## src/hw/rtl/sscc_pkg.sv

```systemverilog
// Shared types, constants and register codes of the start/stop crank control.
package sscc_pkg;

   // Press latch window while authorization is outstanding, in milliseconds.
   localparam int LATCH_WINDOW_MS = 1000;

   // Default width of the millisecond timers.
   localparam int TIMER_BITS_DEF = 20;

   // Milliseconds per second, used to scale the crank limit.
   localparam int MS_PER_S = 1000;

   // Width that holds the largest crank limit in milliseconds (255 * 1000).
   localparam int CRANK_LIMIT_MS_BITS = 18;

   // Configuration port geometry.
   localparam int CSR_ADDR_BITS = 4;
   localparam int CSR_DATA_BITS = 32;

   // Register indexes, taken from byte address bits [3:2].
   localparam logic [1:0] REG_CRANK_LIMIT = 2'd0;
   localparam logic [1:0] REG_SUPPRESS    = 2'd1;
   localparam logic [1:0] REG_CONDITION   = 2'd2;

   // Engine phase codes; any other code is neither stopped nor running.
   localparam logic [1:0] PHASE_STOPPED = 2'd0;
   localparam logic [1:0] PHASE_RUNNING = 2'd2;

   // Start permission selected by the crank condition register.
   typedef enum logic [1:0] {
      COND_NONE        = 2'd0,
      COND_BRAKE       = 2'd1,
      COND_CLUTCH_UP   = 2'd2,
      COND_CLUTCH_DOWN = 2'd3
   } crank_cond_type;

   // Register reset values.
   localparam logic [7:0]  CRANK_LIMIT_RESET = 8'd6;
   localparam logic [15:0] SUPPRESS_RESET    = 16'd0;
   localparam crank_cond_type CONDITION_RESET = COND_NONE;

   // Input word of one tick.
   typedef struct packed {
      logic [9:0] elapsed_ms;
      logic       ign_power;
      logic       button_level;
      logic [1:0] engine_phase;
      logic       brake_pressed;
      logic       clutch_up;
      logic       clutch_down;
      logic       crank_suppressed;
      logic       start_unauthorized;
   } req_data_type;

   // Result word of one tick.
   typedef struct packed {
      logic       starter_on;
      logic       stop_request;
      logic [7:0] press_count;
      logic       start_pending;
   } rsp_data_type;

   // Configuration register contents.
   typedef struct packed {
      logic [7:0]     crank_limit_s;
      logic [15:0]    startup_suppress_ms;
      crank_cond_type crank_condition;
   } cfg_type;

   // Single-bit control state carried from tick to tick.
   typedef struct packed {
      logic first_power;
      logic last_button;
      logic pending;
      logic starter;
   } flags_type;

endpackage

```

## src/hw/rtl/sscc_if.sv

```systemverilog
// Valid/ready channel interfaces for the tick input and the result output.
interface sscc_req_if;
   import sscc_pkg::*;

   logic         valid;
   logic         ready;
   req_data_type data;

   modport source (output valid, output data, input ready);
   modport sink (input valid, input data, output ready);
endinterface

interface sscc_rsp_if;
   import sscc_pkg::*;

   logic         valid;
   logic         ready;
   rsp_data_type data;

   modport source (output valid, output data, input ready);
   modport sink (input valid, input data, output ready);
endinterface

```

## src/hw/rtl/sscc_csr.sv

```systemverilog
// APB-style configuration registers of the crank control.
module sscc_csr (
   input  logic                                clock,
   input  logic                                reset,
   input  logic                                csr_psel,
   input  logic                                csr_penable,
   input  logic                                csr_pwrite,
   input  logic [sscc_pkg::CSR_ADDR_BITS-1:0]  csr_paddr,
   input  logic [sscc_pkg::CSR_DATA_BITS-1:0]  csr_pwdata,
   output logic [sscc_pkg::CSR_DATA_BITS-1:0]  csr_prdata,
   output logic                                csr_pready,
   output sscc_pkg::cfg_type                   cfg
);
   import sscc_pkg::*;

   cfg_type    cfg_ff;
   cfg_type    cfg_in;
   logic       write_en;
   logic [1:0] reg_index;

   assign csr_pready = 1'b1;
   assign write_en   = csr_psel && csr_penable && csr_pwrite;
   assign reg_index  = csr_paddr[3:2];
   assign cfg        = cfg_ff;

   // Register write decode; an unused index leaves everything unchanged.
   always_comb begin
      cfg_in = cfg_ff;
      if (write_en) begin
         case (reg_index)
            REG_CRANK_LIMIT: cfg_in.crank_limit_s       = csr_pwdata[7:0];
            REG_SUPPRESS:    cfg_in.startup_suppress_ms = csr_pwdata[15:0];
            REG_CONDITION:   cfg_in.crank_condition     = crank_cond_type'(csr_pwdata[1:0]);
            default:         cfg_in = cfg_ff;
         endcase
      end
   end

   always_ff @(posedge clock) begin
      if (reset) begin
         cfg_ff.crank_limit_s       <= CRANK_LIMIT_RESET;
         cfg_ff.startup_suppress_ms <= SUPPRESS_RESET;
         cfg_ff.crank_condition     <= CONDITION_RESET;
      end else begin
         cfg_ff <= cfg_in;
      end
   end

   // Read data mux.
   always_comb begin
      case (reg_index)
         REG_CRANK_LIMIT: csr_prdata = CSR_DATA_BITS'(cfg_ff.crank_limit_s);
         REG_SUPPRESS:    csr_prdata = CSR_DATA_BITS'(cfg_ff.startup_suppress_ms);
         REG_CONDITION:   csr_prdata = CSR_DATA_BITS'(cfg_ff.crank_condition);
         default:         csr_prdata = '0;
      endcase
   end

endmodule

```

## src/hw/rtl/sscc_step.sv

```systemverilog
// Next-state and result logic for one tick of the crank control.
module sscc_step #(
   parameter int TIMER_BITS = sscc_pkg::TIMER_BITS_DEF
) (
   input  sscc_pkg::req_data_type  req,
   input  sscc_pkg::cfg_type       cfg,
   input  sscc_pkg::flags_type     flags_cur,
   input  logic [TIMER_BITS-1:0]   power_cur,
   input  logic [TIMER_BITS-1:0]   pending_cur,
   input  logic [TIMER_BITS-1:0]   crank_cur,
   input  logic [7:0]              toggle_cur,
   output sscc_pkg::flags_type     flags_nxt,
   output logic [TIMER_BITS-1:0]   power_nxt,
   output logic [TIMER_BITS-1:0]   pending_nxt,
   output logic [TIMER_BITS-1:0]   crank_nxt,
   output logic [7:0]              toggle_nxt,
   output sscc_pkg::rsp_data_type  rsp
);
   import sscc_pkg::*;

   // Compare width that holds both a timer and the crank limit in milliseconds.
   localparam int CMP_BITS = (TIMER_BITS > CRANK_LIMIT_MS_BITS) ? TIMER_BITS
                                                                : CRANK_LIMIT_MS_BITS;

   // Add elapsed time to a timer, holding at all ones.
   function automatic logic [TIMER_BITS-1:0] sat_add(input logic [TIMER_BITS-1:0] t,
                                                     input logic [9:0] d);
      logic [TIMER_BITS:0] sum;
      sum = {1'b0, t} + (TIMER_BITS+1)'(d);
      return sum[TIMER_BITS] ? {TIMER_BITS{1'b1}} : sum[TIMER_BITS-1:0];
   endfunction

   logic [TIMER_BITS-1:0]          power_add;
   logic [TIMER_BITS-1:0]          pending_add;
   logic [TIMER_BITS-1:0]          crank_add;
   logic [CRANK_LIMIT_MS_BITS-1:0] limit_ms;
   logic                           stopped;
   logic                           running;
   logic                           cond_fail;
   logic                           blocked;
   logic                           stop_req;

   assign power_add   = sat_add(power_cur, req.elapsed_ms);
   assign pending_add = sat_add(pending_cur, req.elapsed_ms);
   assign crank_add   = sat_add(crank_cur, req.elapsed_ms);
   assign limit_ms    = CRANK_LIMIT_MS_BITS'(cfg.crank_limit_s)
                        * CRANK_LIMIT_MS_BITS'(MS_PER_S);
   assign stopped     = req.engine_phase == PHASE_STOPPED;
   assign running     = req.engine_phase == PHASE_RUNNING;

   // Pedal condition required by the configured start permission.
   always_comb begin
      case (cfg.crank_condition)
         COND_BRAKE:       cond_fail = !req.brake_pressed;
         COND_CLUTCH_UP:   cond_fail = !req.clutch_up;
         COND_CLUTCH_DOWN: cond_fail = !req.clutch_down;
         default:          cond_fail = 1'b0;
      endcase
   end

   // Only a start from standstill can be blocked.
   assign blocked = stopped && (cond_fail || req.crank_suppressed || req.start_unauthorized);

   // Tick evaluation: power gate, suppression window, button edge, latch, starter drop.
   always_comb begin
      flags_nxt   = flags_cur;
      power_nxt   = power_add;
      pending_nxt = pending_add;
      crank_nxt   = crank_add;
      toggle_nxt  = toggle_cur;
      stop_req    = 1'b0;
      if (!req.ign_power) begin
         power_nxt = '0;
      end else begin
         if (flags_cur.first_power) begin
            power_nxt             = '0;
            flags_nxt.first_power = 1'b0;
         end
         if (power_nxt >= TIMER_BITS'(cfg.startup_suppress_ms)) begin
            // Rising button edge.
            if (req.button_level && !flags_cur.last_button) begin
               if (!blocked) begin
                  toggle_nxt = toggle_cur + 8'd1;
                  if (stopped) begin
                     if (!flags_nxt.starter) begin
                        crank_nxt = '0;
                     end
                     flags_nxt.starter = 1'b1;
                  end else if (running) begin
                     stop_req = 1'b1;
                  end
               end else if (stopped && req.start_unauthorized) begin
                  flags_nxt.pending = 1'b1;
                  pending_nxt       = '0;
               end
            end
            flags_nxt.last_button = req.button_level;

            // Latched press waiting for authorization.
            if (flags_nxt.pending) begin
               if (!stopped || pending_nxt >= TIMER_BITS'(LATCH_WINDOW_MS)) begin
                  flags_nxt.pending = 1'b0;
               end else if (!blocked) begin
                  flags_nxt.pending = 1'b0;
                  if (!flags_nxt.starter) begin
                     crank_nxt = '0;
                  end
                  flags_nxt.starter = 1'b1;
               end
            end

            // Starter release on running engine or crank timeout.
            if (flags_nxt.starter) begin
               if (running || CMP_BITS'(crank_nxt) >= CMP_BITS'(limit_ms)) begin
                  flags_nxt.starter = 1'b0;
               end
            end
         end
      end
   end

   assign rsp.starter_on    = flags_nxt.starter;
   assign rsp.stop_request  = stop_req;
   assign rsp.press_count   = toggle_nxt;
   assign rsp.start_pending = flags_nxt.pending;

endmodule

```

## src/hw/rtl/start_stop_button_crank_control.sv

```systemverilog
// Top level of the start/stop push-button crank control.
//
// Each accepted word is one slow firmware tick and yields exactly one result word.
// A word passes an input register, next-state logic that also updates the control
// state, and a result register; a new word is taken every cycle while the result
// side keeps up. When the result register is held by backpressure, ready stays high
// only while the input register is empty, so at most one more word is taken.
// Configuration writes complete in the APB access cycle (pready is tied high) and
// are meant to occur while no tick is in flight. Timers are TIMER_BITS wide and
// saturate; crank timeout compares against crank_limit_s times 1000 milliseconds.
module start_stop_button_crank_control #(
   parameter int TIMER_BITS = sscc_pkg::TIMER_BITS_DEF
) (
   input  logic                                clock,
   input  logic                                reset,
   sscc_req_if.sink                            req_chan,
   sscc_rsp_if.source                          rsp_chan,
   input  logic                                csr_psel,
   input  logic                                csr_penable,
   input  logic                                csr_pwrite,
   input  logic [sscc_pkg::CSR_ADDR_BITS-1:0]  csr_paddr,
   input  logic [sscc_pkg::CSR_DATA_BITS-1:0]  csr_pwdata,
   output logic [sscc_pkg::CSR_DATA_BITS-1:0]  csr_prdata,
   output logic                                csr_pready
);
   import sscc_pkg::*;

   cfg_type               cfg;

   logic                  in_valid_ff;
   req_data_type          in_data_ff;
   logic                  rsp_valid_ff;
   rsp_data_type          rsp_data_ff;

   flags_type             flags_ff;
   flags_type             flags_in;
   logic [TIMER_BITS-1:0] power_ff;
   logic [TIMER_BITS-1:0] power_in;
   logic [TIMER_BITS-1:0] pending_ff;
   logic [TIMER_BITS-1:0] pending_in;
   logic [TIMER_BITS-1:0] crank_ff;
   logic [TIMER_BITS-1:0] crank_in;
   logic [7:0]            toggle_ff;
   logic [7:0]            toggle_in;
   rsp_data_type          rsp_data_in;

   logic                  advance;
   logic                  req_take;

   sscc_csr u_csr (
      .clock       (clock),
      .reset       (reset),
      .csr_psel    (csr_psel),
      .csr_penable (csr_penable),
      .csr_pwrite  (csr_pwrite),
      .csr_paddr   (csr_paddr),
      .csr_pwdata  (csr_pwdata),
      .csr_prdata  (csr_prdata),
      .csr_pready  (csr_pready),
      .cfg         (cfg)
   );

   sscc_step #(
      .TIMER_BITS (TIMER_BITS)
   ) u_step (
      .req         (in_data_ff),
      .cfg         (cfg),
      .flags_cur   (flags_ff),
      .power_cur   (power_ff),
      .pending_cur (pending_ff),
      .crank_cur   (crank_ff),
      .toggle_cur  (toggle_ff),
      .flags_nxt   (flags_in),
      .power_nxt   (power_in),
      .pending_nxt (pending_in),
      .crank_nxt   (crank_in),
      .toggle_nxt  (toggle_in),
      .rsp         (rsp_data_in)
   );

   // The held word moves on when the result register is empty or being drained.
   assign advance        = in_valid_ff && (!rsp_valid_ff || rsp_chan.ready);
   assign req_chan.ready = !in_valid_ff || advance;
   assign req_take       = req_chan.valid && req_chan.ready;

   assign rsp_chan.valid = rsp_valid_ff;
   assign rsp_chan.data  = rsp_data_ff;

   // Handshake control registers.
   always_ff @(posedge clock) begin
      if (reset) begin
         in_valid_ff  <= 1'b0;
         rsp_valid_ff <= 1'b0;
      end else begin
         if (req_chan.ready) begin
            in_valid_ff <= req_chan.valid;
         end
         if (advance) begin
            rsp_valid_ff <= 1'b1;
         end else if (rsp_chan.ready) begin
            rsp_valid_ff <= 1'b0;
         end
      end
   end

   // Payload registers.
   always_ff @(posedge clock) begin
      if (req_take) begin
         in_data_ff <= req_chan.data;
      end
      if (advance) begin
         rsp_data_ff <= rsp_data_in;
      end
   end

   // Control state, committed once per tick.
   always_ff @(posedge clock) begin
      if (reset) begin
         flags_ff.first_power <= 1'b1;
         flags_ff.last_button <= 1'b0;
         flags_ff.pending     <= 1'b0;
         flags_ff.starter     <= 1'b0;
         power_ff             <= '0;
         pending_ff           <= '0;
         crank_ff             <= '0;
         toggle_ff            <= '0;
      end else if (advance) begin
         flags_ff   <= flags_in;
         power_ff   <= power_in;
         pending_ff <= pending_in;
         crank_ff   <= crank_in;
         toggle_ff  <= toggle_in;
      end
   end

endmodule

```

## src/flat_wrapper.sv

```systemverilog
// flat-port wrapper written by rule: the top's interface ports become plain ports
module start_stop_button_crank_control_flat import sscc_pkg::*;
#(
   parameter int TIMER_BITS = sscc_pkg::TIMER_BITS_DEF
)
  (clock, reset, csr_psel, csr_penable, csr_pwrite, csr_paddr, csr_pwdata, csr_prdata, csr_pready, req_chan_valid, req_chan_data, req_chan_ready, rsp_chan_valid, rsp_chan_data, rsp_chan_ready);
  sscc_req_if req_chan_i ();
  sscc_rsp_if rsp_chan_i ();
  input  logic clock;
  input  logic reset;
  input  logic csr_psel;
  input  logic csr_penable;
  input  logic csr_pwrite;
  input  logic [sscc_pkg::CSR_ADDR_BITS-1:0] csr_paddr;
  input  logic [sscc_pkg::CSR_DATA_BITS-1:0] csr_pwdata;
  output logic [sscc_pkg::CSR_DATA_BITS-1:0] csr_prdata;
  output logic csr_pready;
  input wire logic [$bits(req_chan_i.valid)-1:0] req_chan_valid;
  input wire logic [$bits(req_chan_i.data)-1:0] req_chan_data;
  output wire logic [$bits(req_chan_i.ready)-1:0] req_chan_ready;
  output wire logic [$bits(rsp_chan_i.valid)-1:0] rsp_chan_valid;
  output wire logic [$bits(rsp_chan_i.data)-1:0] rsp_chan_data;
  input wire logic [$bits(rsp_chan_i.ready)-1:0] rsp_chan_ready;
  assign req_chan_i.valid = req_chan_valid;
  assign req_chan_i.data = req_chan_data;
  assign req_chan_ready = req_chan_i.ready;
  assign rsp_chan_valid = rsp_chan_i.valid;
  assign rsp_chan_data = rsp_chan_i.data;
  assign rsp_chan_i.ready = rsp_chan_ready;
  start_stop_button_crank_control #(.TIMER_BITS(TIMER_BITS)) u_core (.clock(clock), .reset(reset), .req_chan(req_chan_i), .rsp_chan(rsp_chan_i), .csr_psel(csr_psel), .csr_penable(csr_penable), .csr_pwrite(csr_pwrite), .csr_paddr(csr_paddr), .csr_pwdata(csr_pwdata), .csr_prdata(csr_prdata), .csr_pready(csr_pready));
endmodule
```

## config.mk

```make
export PLATFORM = sky130hd
export DESIGN_NAME = start_stop_button_crank_control_flat
export DESIGN_NICKNAME = d
export VERILOG_FILES = /design/src/hw/rtl/sscc_pkg.sv /design/src/hw/rtl/sscc_if.sv /design/src/hw/rtl/sscc_csr.sv /design/src/hw/rtl/sscc_step.sv /design/src/hw/rtl/start_stop_button_crank_control.sv /design/src/flat_wrapper.sv
export SDC_FILE = /design/constraint.sdc
export NUM_CORES = 1
export LEC_CHECK = 0
export ABC_AREA = 0
export BUFFER_PORTS_ARGS = -buffer_cell sky130_fd_sc_hd__buf_2
export CAP_MARGIN = 15
export CORE_MARGIN = 2
export CORE_UTILIZATION = 49
export DETAILED_ROUTE_END_ITERATION = 12
export PLACE_DENSITY = 0.7
export SLEW_MARGIN = 20
export SYNTH_ARGS = -nofsm -noshare
export SYNTH_HDL_FRONTEND = slang
export SYNTH_HIERARCHICAL = 1
export SYNTH_SLANG_ARGS = --single-unit
```

## constraint.sdc

```tcl
create_clock -name clock -period 10.1 [get_ports clock]
set_input_delay 0.505 -clock clock [delete_from_list [all_inputs] [get_ports clock]]
set_output_delay 0.505 -clock clock [all_outputs]
set_load 0.03 [all_outputs]
```

==> results of run 1 <==
Yosys cell counts, types with 3 or more instances:
master | count | area, um^2
nor2b_1 | 12 | 75.07
a21boi_0 | 4 | 30.03
mux2i_1 | 112 | 1121
o2111ai_1 | 4 | 35.03
nand4_1 | 15 | 93.84
clkbuf_1 | 28 | 105.1
and2_1 | 28 | 175.2
a211o_1 | 5 | 43.79
buf_2 | 6 | 30.03
nand3_1 | 20 | 100.1
o21a_1 | 7 | 52.55
nor2b_4 | 3 | 41.29
nand2_1 | 33 | 123.9
a31oi_1 | 8 | 50.05
fa_1 | 25 | 500.5
buf_4 | 32 | 240.2
xnor2_1 | 32 | 280.3
nor4_1 | 6 | 37.54
ha_1 | 98 | 1226
a21oi_1 | 68 | 340.3
nand2b_1 | 193 | 1207
a21o_1 | 17 | 127.6
a211oi_1 | 6 | 45.04
edfxtp_1 | 30 | 900.9
o21ai_0 | 30 | 150.1
or2_2 | 5 | 31.28
nor2_1 | 92 | 345.3
buf_12 | 9 | 180.2
and3_1 | 8 | 50.05
or3_1 | 8 | 50.05
nor3_1 | 18 | 90.09
dfxtp_1 | 100 | 2002
o211ai_1 | 7 | 52.55
nor4b_1 | 3 | 26.28
o211a_1 | 3 | 30.03
a2111oi_0 | 3 | 26.28
inv_1 | 62 | 232.7
xor2_1 | 22 | 192.7
cell type report:
class / instances / area share, %
sequential: 130 / 24.75
tap: 280 / 2.987
clock buffer: 21 / 3.841
multi-input combinational: 948 / 61.28
inverter: 62 / 1.984
timing repair buffer: 79 / 3.574
clock inverter: 11 / 1.579
worst max-delay path, cell delays in order, from the launching register on:
cell and delay [ps]:
edfxtp_1 510, ha_1 300, fa_1 430, a211oi_1 400
o211ai_1 200, a21oi_1 250, mux2i_1 290, o211ai_1 130
a2111o_1 490, o31ai_4 600, nor2_1 130, ha_1 340
a211o_1 130, o211ai_1 100, a21oi_1 200, nor4_1 80
o41ai_1 520, o2111ai_1 250, nor4_1 210, nor2_1 100
nand3_1 90, nand3_1 180, nand2b_1 120, mux2i_1 70
per-stage QoR:
stage / area (um^2) / util [%] / instances / power, W
finish: 11730 / 53.91 / 1531 / 0.001506
global route: 11730 / 53.91 / 1531 / 0.001572
CTS: 11720 / 53.89 / 1531 / 0.001514
detailed placement: 11090 / 50.97 / 1499 / 0.0008362
global placement: 11090 / 50.97 / 1499 / 0.0008322
floorplan: 10890 / - / 1217 / 0.0007900
per-layer routing:
metal / share of wire [%] / vias to the layer above
met5: 0 / -
met4: 1.5 / 0
met3: 4.9 / 25
met2: 45 / 186
met1: 49 / 3879
li1: - / 4193
cell families after synthesis:
kind of cell / after synthesis / share of synthesized area, %
compound gates: 182 / 10.99
xor+xnor: 54 / 4.364
fa+ha+maj: 123 / 15.93
buf+inv: 139 / 7.458
flops: 130 / 26.78
mux: 114 / 10.55
other cells: 2 / 0.06929
simple gates: 458 / 23.85
state kept, by name, summed over array words and instances (netlist names):
register,flops
u_core/rsp_chan.data,11
u_core/in_valid_ff,1
u_core/in_data_ff,19
u_core/rsp_chan.valid,1
u_core/crank_ff,20
u_core/toggle_ff,8
u_core/flags_ff,4
u_core/power_ff,20
u_core/u_csr/cfg,26
u_core/pending_ff,20
power groups by stage:
stage	clock network [W]	registers, W	logic [W]
after floorplan	0	0.000574	0.000216
after global placement	0	0.000577	0.000255
after detailed placement	0	0.000577	0.000259
after CTS	0.000685	0.000566	0.000263
after global routing	0.000710	0.000568	0.000294
final	0.000675	0.000566	0.000264
how the worst max path moves through the flow:
| stage | startpoint | endpoint | cells past startpoint |
|---|---|---|---|
| 2_1_floorplan | u_core/u_csr/cfg[20] | u_core/rsp_chan.data[10] | 25 |
| 3_3_place_gp | u_core/u_csr/cfg[20] | u_core/flags_ff[0] | 26 |
| 3_5_place_dp | u_core/u_csr/cfg[20] | u_core/flags_ff[0] | 26 |
| 4_1_cts | u_core/u_csr/cfg[20] | u_core/flags_ff[0] | 26 |
| 5_1_grt | u_core/in_data_ff[9] | u_core/flags_ff[0] | 23 |
| 6_report | u_core/in_data_ff[9] | u_core/flags_ff[0] | 23 |
==> flow_metrics.env, run 1 <==
export IMPL_first_pass_iters=5
export IMPL_vias_per_cell=5.410
export IMPL_fin_nets=1423
export IMPL_avgSynthCellArea_um2=9.017
export IMPL_ys_warn_count=6
export IMPL_crit_type="reg -> reg"
export IMPL_synth_edf_count=30
export IMPL_grt_setup_unrepaired="no"
export IMPL_final_common_cell="nand2b_1"
export IMPL_period_minus_slack_ps=6266
export IMPL_final_seq_area_um2=2903
export IMPL_netlist_instances=1202
export IMPL_gp_congestion=0.9086
export IMPL_grt_max_degree=149
export IMPL_htree_levels=4
export IMPL_pwr_share_comb_pct=17.5
export IMPL_synth_seq_cells=130
export IMPL_holdCritStartpoint="req_chan_data[3]"
export IMPL_yosys_most_used_dff="dfxtp_1"
export IMPL_antenna_found_initial=0
export IMPL_routed_wl_um=23100
export IMPL_place_ws_ps=3994
export IMPL_std_cell_rows=54
export IMPL_vdd_drop_max_mv=0.09962
export IMPL_grt_pass1_wl_um=38670
export IMPL_antenna_cells=0
export IMPL_grtUsageTotal_pct=19.91
export IMPL_max_cap_violations=0
export IMPL_final_hold_violation_count=0
export IMPL_wire_per_inst_um=15.09
export IMPL_use_met1_pct=27.37
export IMPL_clkPwrFrac_pct=44.9
export IMPL_vias=8283
export IMPL_cp_max_fo=17
export IMPL_cts_tree="done"
export IMPL_relSlewSlack_pct=29.00
export IMPL_root_buffer="clkbuf_16"
export IMPL_fin_setup_tns_ps=0
export IMPL_ios=108
export IMPL_cts_setup_buffers=0
export IMPL_setup_viol=0
export IMPL_die_x_um=152.7
export IMPL_areaGrowthSynthToFinish_pct=8.208
export IMPL_cp_arrival_ps=6550
export IMPL_drv_slew=0
export IMPL_die_h_um=152.7
export IMPL_port_buffers=72
export IMPL_fmax_ghz=0.1596
export IMPL_initialDrtViolationCount=589
export IMPL_grt_ovfl_total=0
export IMPL_drc=0
export IMPL_cts_made_buffers=17
export IMPL_cts_sinks=130
export IMPL_rr_endpoint="u_core/flags_ff[0]"
export IMPL_switching_share_pct=26.66
export IMPL_initial_core_util_pct=49.82
export IMPL_drive_gt1_share_pct=10.47
export IMPL_place_hpwl_um=16450
export IMPL_p_int_w=0.001104
export IMPL_switching_power_w=0.0004013
export IMPL_end_kind="flip-flop"
export IMPL_worstSetupStartpointType="flip-flop"
export IMPL_cts_max_path_buffers=2
export IMPL_cellPowerDensity_nw_per_um2=128.4
export IMPL_gr_usage_met2_pct=32.07
export IMPL_synth_cell_types=73
export IMPL_clk_latency_ps=420
export IMPL_synth_area_um2=10840
export IMPL_whs_endpoint="u_core/in_data_ff[3]"
export IMPL_design_core_area_um2=21760
export IMPL_setup_slack_ps=3834
export IMPL_hold_buffers=0
export IMPL_ant_nets=0
export IMPL_rrSetupSlack_ps=3830
export IMPL_multi_input_area_um2=7187
export IMPL_tightest_slew_ps=1055
export IMPL_reg2reg_depth=23
export IMPL_r2r_start="u_core/in_data_ff[9]"
export IMPL_grtUsageMet3_pct=4.209
export IMPL_clkTransAtPathRegs_ps=60
export IMPL_grt_busiest_layer="met2"
export IMPL_critPathRequiredTime_ps=10380
export IMPL_dieArea_um2=23320
export IMPL_skew_ps=7.954
export IMPL_ctsResizeCount=0
export IMPL_fin_crit_sh_pct=62.04
export IMPL_n_fill_cell=2010
export IMPL_status="finished, final reports clean"
export IMPL_grt_pass1_vias=7892
export IMPL_p_seq_share_pct=37.6
export IMPL_whs_ps=257.8
export IMPL_min_path_type="in -> reg"
export IMPL_synth_seq_area_share_pct=26.78
export IMPL_synthArstFlopShare_pct=0
export IMPL_hold_depth=1
export IMPL_leakagePower_nw=4.910
export IMPL_final_cell_mix="nand2b_1 (193), mux2i_1 (112), dfxtp_1 (100)"
(Power assumes the default switching activity.)
==> inputs of run 2 (changes only) <==
- PLACE_DENSITY: 0.7 -> 0.73
- clock period: 10.1 -> 5.6 ns (I/O delays scaled with it)
==> run 2 against run 1 <==
Against the previous run: final area increased by 3.7%; sequential power increased by 80%; clock skew about the same; critical path type unchanged; largest power group unchanged; critical path depth increased by 4; global-route usage increased by 0.19 points; first-iteration DRC count decreased by 10%; combinational power increased by 94%.
==> flow_metrics.env, run 2 (synthesis gave the netlist of run 1 again) <==
export IMPL_fin_crit_sh_pct=99.66
export IMPL_cp_max_fo=2
export IMPL_grt_setup_unrepaired="yes"
export IMPL_cp_arrival_ps=5870
export IMPL_cts_tree="done"
export IMPL_final_cell_mix="nand2b_1 (192), mux2i_1 (112), dfxtp_1 (98)"
export IMPL_final_area_um2=12160
export IMPL_initialDrtViolationCount=529
export IMPL_period_minus_slack_ps=5581
export IMPL_drv_slew=0
export IMPL_multi_input_area_um2=7341
export IMPL_status="finished, final reports clean"
export IMPL_final_seq_area_um2=2905
export IMPL_tightest_slew_ps=1036
export IMPL_vdd_drop_max_mv=0.1810
export IMPL_relSlewSlack_pct=30.80
export IMPL_crit_buf_inv=4
export IMPL_grtUsageTotal_pct=20.10
export IMPL_largest_register_ffs=26
export IMPL_crit_family="adder cells"
export IMPL_root_buffer="clkbuf_16"
export IMPL_initial_core_util_pct=49.82
export IMPL_ant_nets=0
export IMPL_grt_pass1_vias=8068
export IMPL_first_pass_iters=5
export IMPL_wire_per_inst_um=15.13
export IMPL_min_path_type="in -> reg"
export IMPL_fin_nets=1458
export IMPL_setup_viol=0
export IMPL_crit_path_max_incr_delay_ps=570
export IMPL_grt_max_degree=174
export IMPL_fmax_ghz=0.1792
export IMPL_cp_common_cell="fa_1"
export IMPL_p_total_w=0.002725
export IMPL_clk_latency_ps=430
export IMPL_place_hpwl_um=16920
export IMPL_n_fill_cell=1924
export IMPL_max_cap_violations=0
export IMPL_areaGrowthSynthToFinish_pct=12.18
export IMPL_port_buffers=72
export IMPL_cellPowerDensity_nw_per_um2=224.1
export IMPL_die_h_um=152.7
export IMPL_antenna_found_initial=0
export IMPL_antenna_cells=0
export IMPL_final_hold_violation_count=0
export IMPL_leakagePower_nw=5.137
export IMPL_std_cell_rows=54
export IMPL_grt_ovfl_total=0
export IMPL_cts_made_buffers=17
export IMPL_drc=0
export IMPL_ios=108
export IMPL_skew_ps=8.213
export IMPL_crit_slowest_cell="fa_1"
export IMPL_design_core_area_um2=21760
export IMPL_end_kind="flip-flop"
export IMPL_htree_levels=4
export IMPL_hold_buffers=0
export IMPL_drive_gt1_share_pct=14.93
export IMPL_critPathRequiredTime_ps=5890
export IMPL_vias=8560
export IMPL_routed_wl_um=23700
export IMPL_fin_setup_tns_ps=0
export IMPL_cts_max_path_buffers=2
export IMPL_final_common_cell="nand2b_1"
export IMPL_place_area_um2=11300
export IMPL_gp_congestion=0.8804
export IMPL_cts_sinks=130
export IMPL_crit_type="reg -> reg"
export IMPL_die_x_um=152.7
export IMPL_dieArea_um2=23320
export IMPL_grt_pass1_wl_um=39140
export IMPL_clkTransAtPathRegs_ps=60
export IMPL_worstSetupStartpointType="flip-flop"
export IMPL_vias_per_cell=5.466
run 2: cell types whose count changed in the layout (fill, tap and decap cells not counted), sizes merged:
cell    change
clkbuf      -1
buf        +35
inv         +2
bufinv      -1
run 2: power by group:
group	switching [W]	internal, W	leakage [nW]
Sequential	0.0000273	0.000990	1.10
Combinational	0.000289	0.000224	3.74
Clock	0.000446	0.000748	0.299
run 2: through the flow:
| stage | std cells | util, % | hold WS, ps | setup slack (ps) |
|---|---|---|---|---|
| after CTS | 1558 | 54.98 | 14.34 | 2.192 |
| after global routing | 1566 | 55.88 | 10.01 | -251.1 |
| final | 1566 | 55.88 | 23.55 | 19.13 |
| after detailed placement | 1524 | 51.94 | 459.2 | -174.7 |
| after floorplan | 1217 | - | 378.9 | 158.1 |
| after global placement | 1524 | 51.94 | 457.4 | 24.56 |
run 2: timing repair:
| action | in CTS | in global routing |
|---|---|---|
| setup endpoints to repair | 2 | 57 |
| resized for setup | 7 | 30 |
| setup buffers | 2 | 8 |
| pin swaps | 5 | 20 |
run 2: area by class of cell:
type | count | share of cell area (%)
multi-input cells | 948 | 60.38
flip-flops and latches | 130 | 23.90
repair buffers | 114 | 5.845
clock buffers | 20 | 3.592
well taps | 280 | 2.882
inverters | 62 | 1.914
clock inverters | 12 | 1.492
run 2: final timing paths:
| check | from | end | slack [ps] | cells past startpoint |
|---|---|---|---|---|
| worst min register to register | u_core/pending_ff[5] | u_core/pending_ff[5] | 480 | 2 |
| worst max register to register | u_core/u_csr/cfg[18] | u_core/flags_ff[0] | 20 | 27 |
| worst max-delay path | u_core/u_csr/cfg[18] | u_core/flags_ff[0] | 20 | 27 |
| worst min-delay path | req_chan_data[3] | u_core/in_data_ff[3] | 20 | 1 |
run 2: per-layer routing:
| layer | vias up | part of all wire, % | global-route usage [%] |
|---|---|---|---|
| li1 | 4256 | - | - |
| met1 | 4028 | 48 | 27.95 |
| met2 | 244 | 45 | 32.03 |
| met3 | 32 | 5.1 | 3.868 |
| met4 | 0 | 1.5 | 5.511 |
| met5 | - | 0 | 0 |
==> inputs of run 3 (changes only) <==
- REMOVE_ABC_BUFFERS: default -> 1
==> run 3 against run 2 <==
Against the previous run: fmax up 2.5%; clock-buffer cell count up 3; die area unchanged; sequential share of layout area up 0.078 points; clock power about the same; total power down 0.30%; final area down 0.37%; critical path type unchanged; largest cell class unchanged.
==> flow_metrics.env, run 3 (synthesis gave the netlist of run 1 again) <==
export IMPL_status="finished, final reports clean"
export IMPL_antenna_cells=0
export IMPL_vias=8514
export IMPL_ios=108
export IMPL_htree_levels=4
export IMPL_setup_slack_ps=157.0
export IMPL_hold_depth=1
export IMPL_cellPowerDensity_nw_per_um2=224.3
export IMPL_r2r_start="u_core/in_data_ff[9]"
export IMPL_crit_type="reg -> reg"
export IMPL_max_cap_violations=0
export IMPL_dp_cells=1517
export IMPL_final_hold_violation_count=0
export IMPL_fin_nets=1449
export IMPL_die_x_um=152.7
export IMPL_cp_arrival_ps=5730
export IMPL_root_buffer="clkbuf_16"
export IMPL_drive_gt1_share_pct=14.72
export IMPL_cts_tree="done"
export IMPL_largest_register_ffs=26
export IMPL_grt_max_degree=100
export IMPL_grtUsageTotal_pct=20.51
export IMPL_rr_endpoint="u_core/flags_ff[0]"
export IMPL_rrSetupSlack_ps=160
export IMPL_clkTransAtPathRegs_ps=70
export IMPL_std_cell_rows=54
export IMPL_grt_ovfl_total=0
export IMPL_wire_per_inst_um=15.39
export IMPL_ant_nets=0
export IMPL_drc=0
export IMPL_holdCritStartpoint="req_chan_data[5]"
export IMPL_fin_crit_sh_pct=97.20
export IMPL_end_kind="flip-flop"
export IMPL_setup_viol=0
export IMPL_routed_wl_um=23970
export IMPL_grt_pass1_wl_um=39650
export IMPL_place_hpwl_um=17130
export IMPL_die_h_um=152.7
export IMPL_place_area_um2=11220
export IMPL_final_cells=1557
export IMPL_antenna_found_initial=0
export IMPL_vias_per_cell=5.468
export IMPL_grt_pass1_vias=8167
export IMPL_design_core_area_um2=21760
export IMPL_final_area_um2=12110
export IMPL_vdd_drop_max_mv=0.1792
export IMPL_cp_max_fo=5
export IMPL_port_buffers=72
export IMPL_reg2reg_depth=24
export IMPL_cts_made_buffers=17
export IMPL_initial_core_util_pct=49.82
export IMPL_dieArea_um2=23320
export IMPL_relSlewSlack_pct=50.58
export IMPL_cts_sinks=130
export IMPL_clk_latency_ps=430
export IMPL_fmax_ghz=0.1837
export IMPL_period_minus_slack_ps=5443
export IMPL_skew_ps=12.86
export IMPL_first_pass_iters=5
export IMPL_worstSetupStartpointType="flip-flop"
export IMPL_whs_endpoint="u_core/in_data_ff[5]"
export IMPL_fin_setup_tns_ps=0
export IMPL_min_path_type="in -> reg"
export IMPL_leakagePower_nw=5.085
export IMPL_final_common_cell="nand2b_1"
export IMPL_tightest_slew_ps=736.8
export IMPL_place_ws_ps=-38.76
export IMPL_drv_slew=0
export IMPL_initialDrtViolationCount=423
export IMPL_critPathRequiredTime_ps=5890
export IMPL_cts_max_path_buffers=2
export IMPL_areaGrowthSynthToFinish_pct=11.76
export IMPL_final_cell_mix="nand2b_1 (192), mux2i_1 (112), dfxtp_1 (99)"
export IMPL_gp_congestion=0.8992
export IMPL_hold_buffers=0
==> run 3: metrics by stage <==
| stage | power, W | util (%) | hold slack (ps) |
|---|---|---|---|
| 2_1_floorplan | 0.001384 | - | 349.1 |
| 3_3_place_gp | 0.001502 | 51.59 | 456.4 |
| 3_5_place_dp | 0.001515 | 51.59 | 458.2 |
| 4_1_cts | 0.002701 | 54.55 | 5.952 |
| 5_1_grt | 0.002833 | 55.68 | 6.168 |
| 6_report | 0.002716 | 55.68 | 17.39 |
==> run 3: area by class of cell <==
class,count,area (um^2)
fill,1917,9643
multi-input combinational,948,7377
sequential,130,2904
timing repair buffer,105,621.8
clock buffer,23,511.7
tap,280,350.3
inverter,62,232.7
clock inverter,9,115.1
==> run 3: where the power goes <==
part	total (W)	switching, W	internal, W
Sequential	0.00102	0.0000286	0.000990
Clock	0.00118	0.000442	0.000740
Combinational	0.000516	0.000293	0.000223
Total	0.00272	0.000763	0.00195
==> run 3: worst max-delay path by stage <==
stage | startpoint | to | slack [ps] | cells past startpoint
floorplan | u_core/u_csr/cfg[20] | u_core/flags_ff[0] | 210 | 26
detailed placement | u_core/u_csr/cfg[18] | u_core/flags_ff[0] | -40 | 26
finish | u_core/in_data_ff[9] | u_core/flags_ff[0] | 160 | 24
global route | u_core/in_data_ff[9] | u_core/flags_ff[0] | -110 | 24
CTS | u_core/u_csr/cfg[18] | u_core/flags_ff[0] | 60 | 26
global placement | u_core/u_csr/cfg[18] | u_core/flags_ff[0] | 50 | 26
==> run 3: routing by layer <==
metal,share of wire [%],vias up,track usage [%]
li1,-,4239,-
met1,46,4057,26.87
met2,49,190,34.79
met3,3.9,28,3.100
met4,1.5,0,6.702
met5,0,-,0
==> run 3: critical path, stage by stage (launching register included) <==
cell	delay, ps
edfxtp_1	390
ha_1	260
fa_2	400
a211oi_4	290
o211ai_1	190
buf_4	170
a21oi_1	200
mux2i_1	310
o211ai_1	150
a2111o_1	400
o31ai_4	430
nor2_1	110
ha_1	330
a211o_1	140
o211ai_1	100
a21oi_2	210
nor4_2	80
o41ai_2	300
o2111ai_2	220
nor4_2	240
nor2_2	60
nand3_1	100
nand3_2	80
nand2b_1	80
mux2i_1	70
==> run 3: timing repair <==
action,4_1_cts,5_1_grt
resized for setup,4,43
endpoints found under the hold margin,0,0
pin swaps,3,32
setup buffers,0,8
endpoints found under the setup margin,2,59
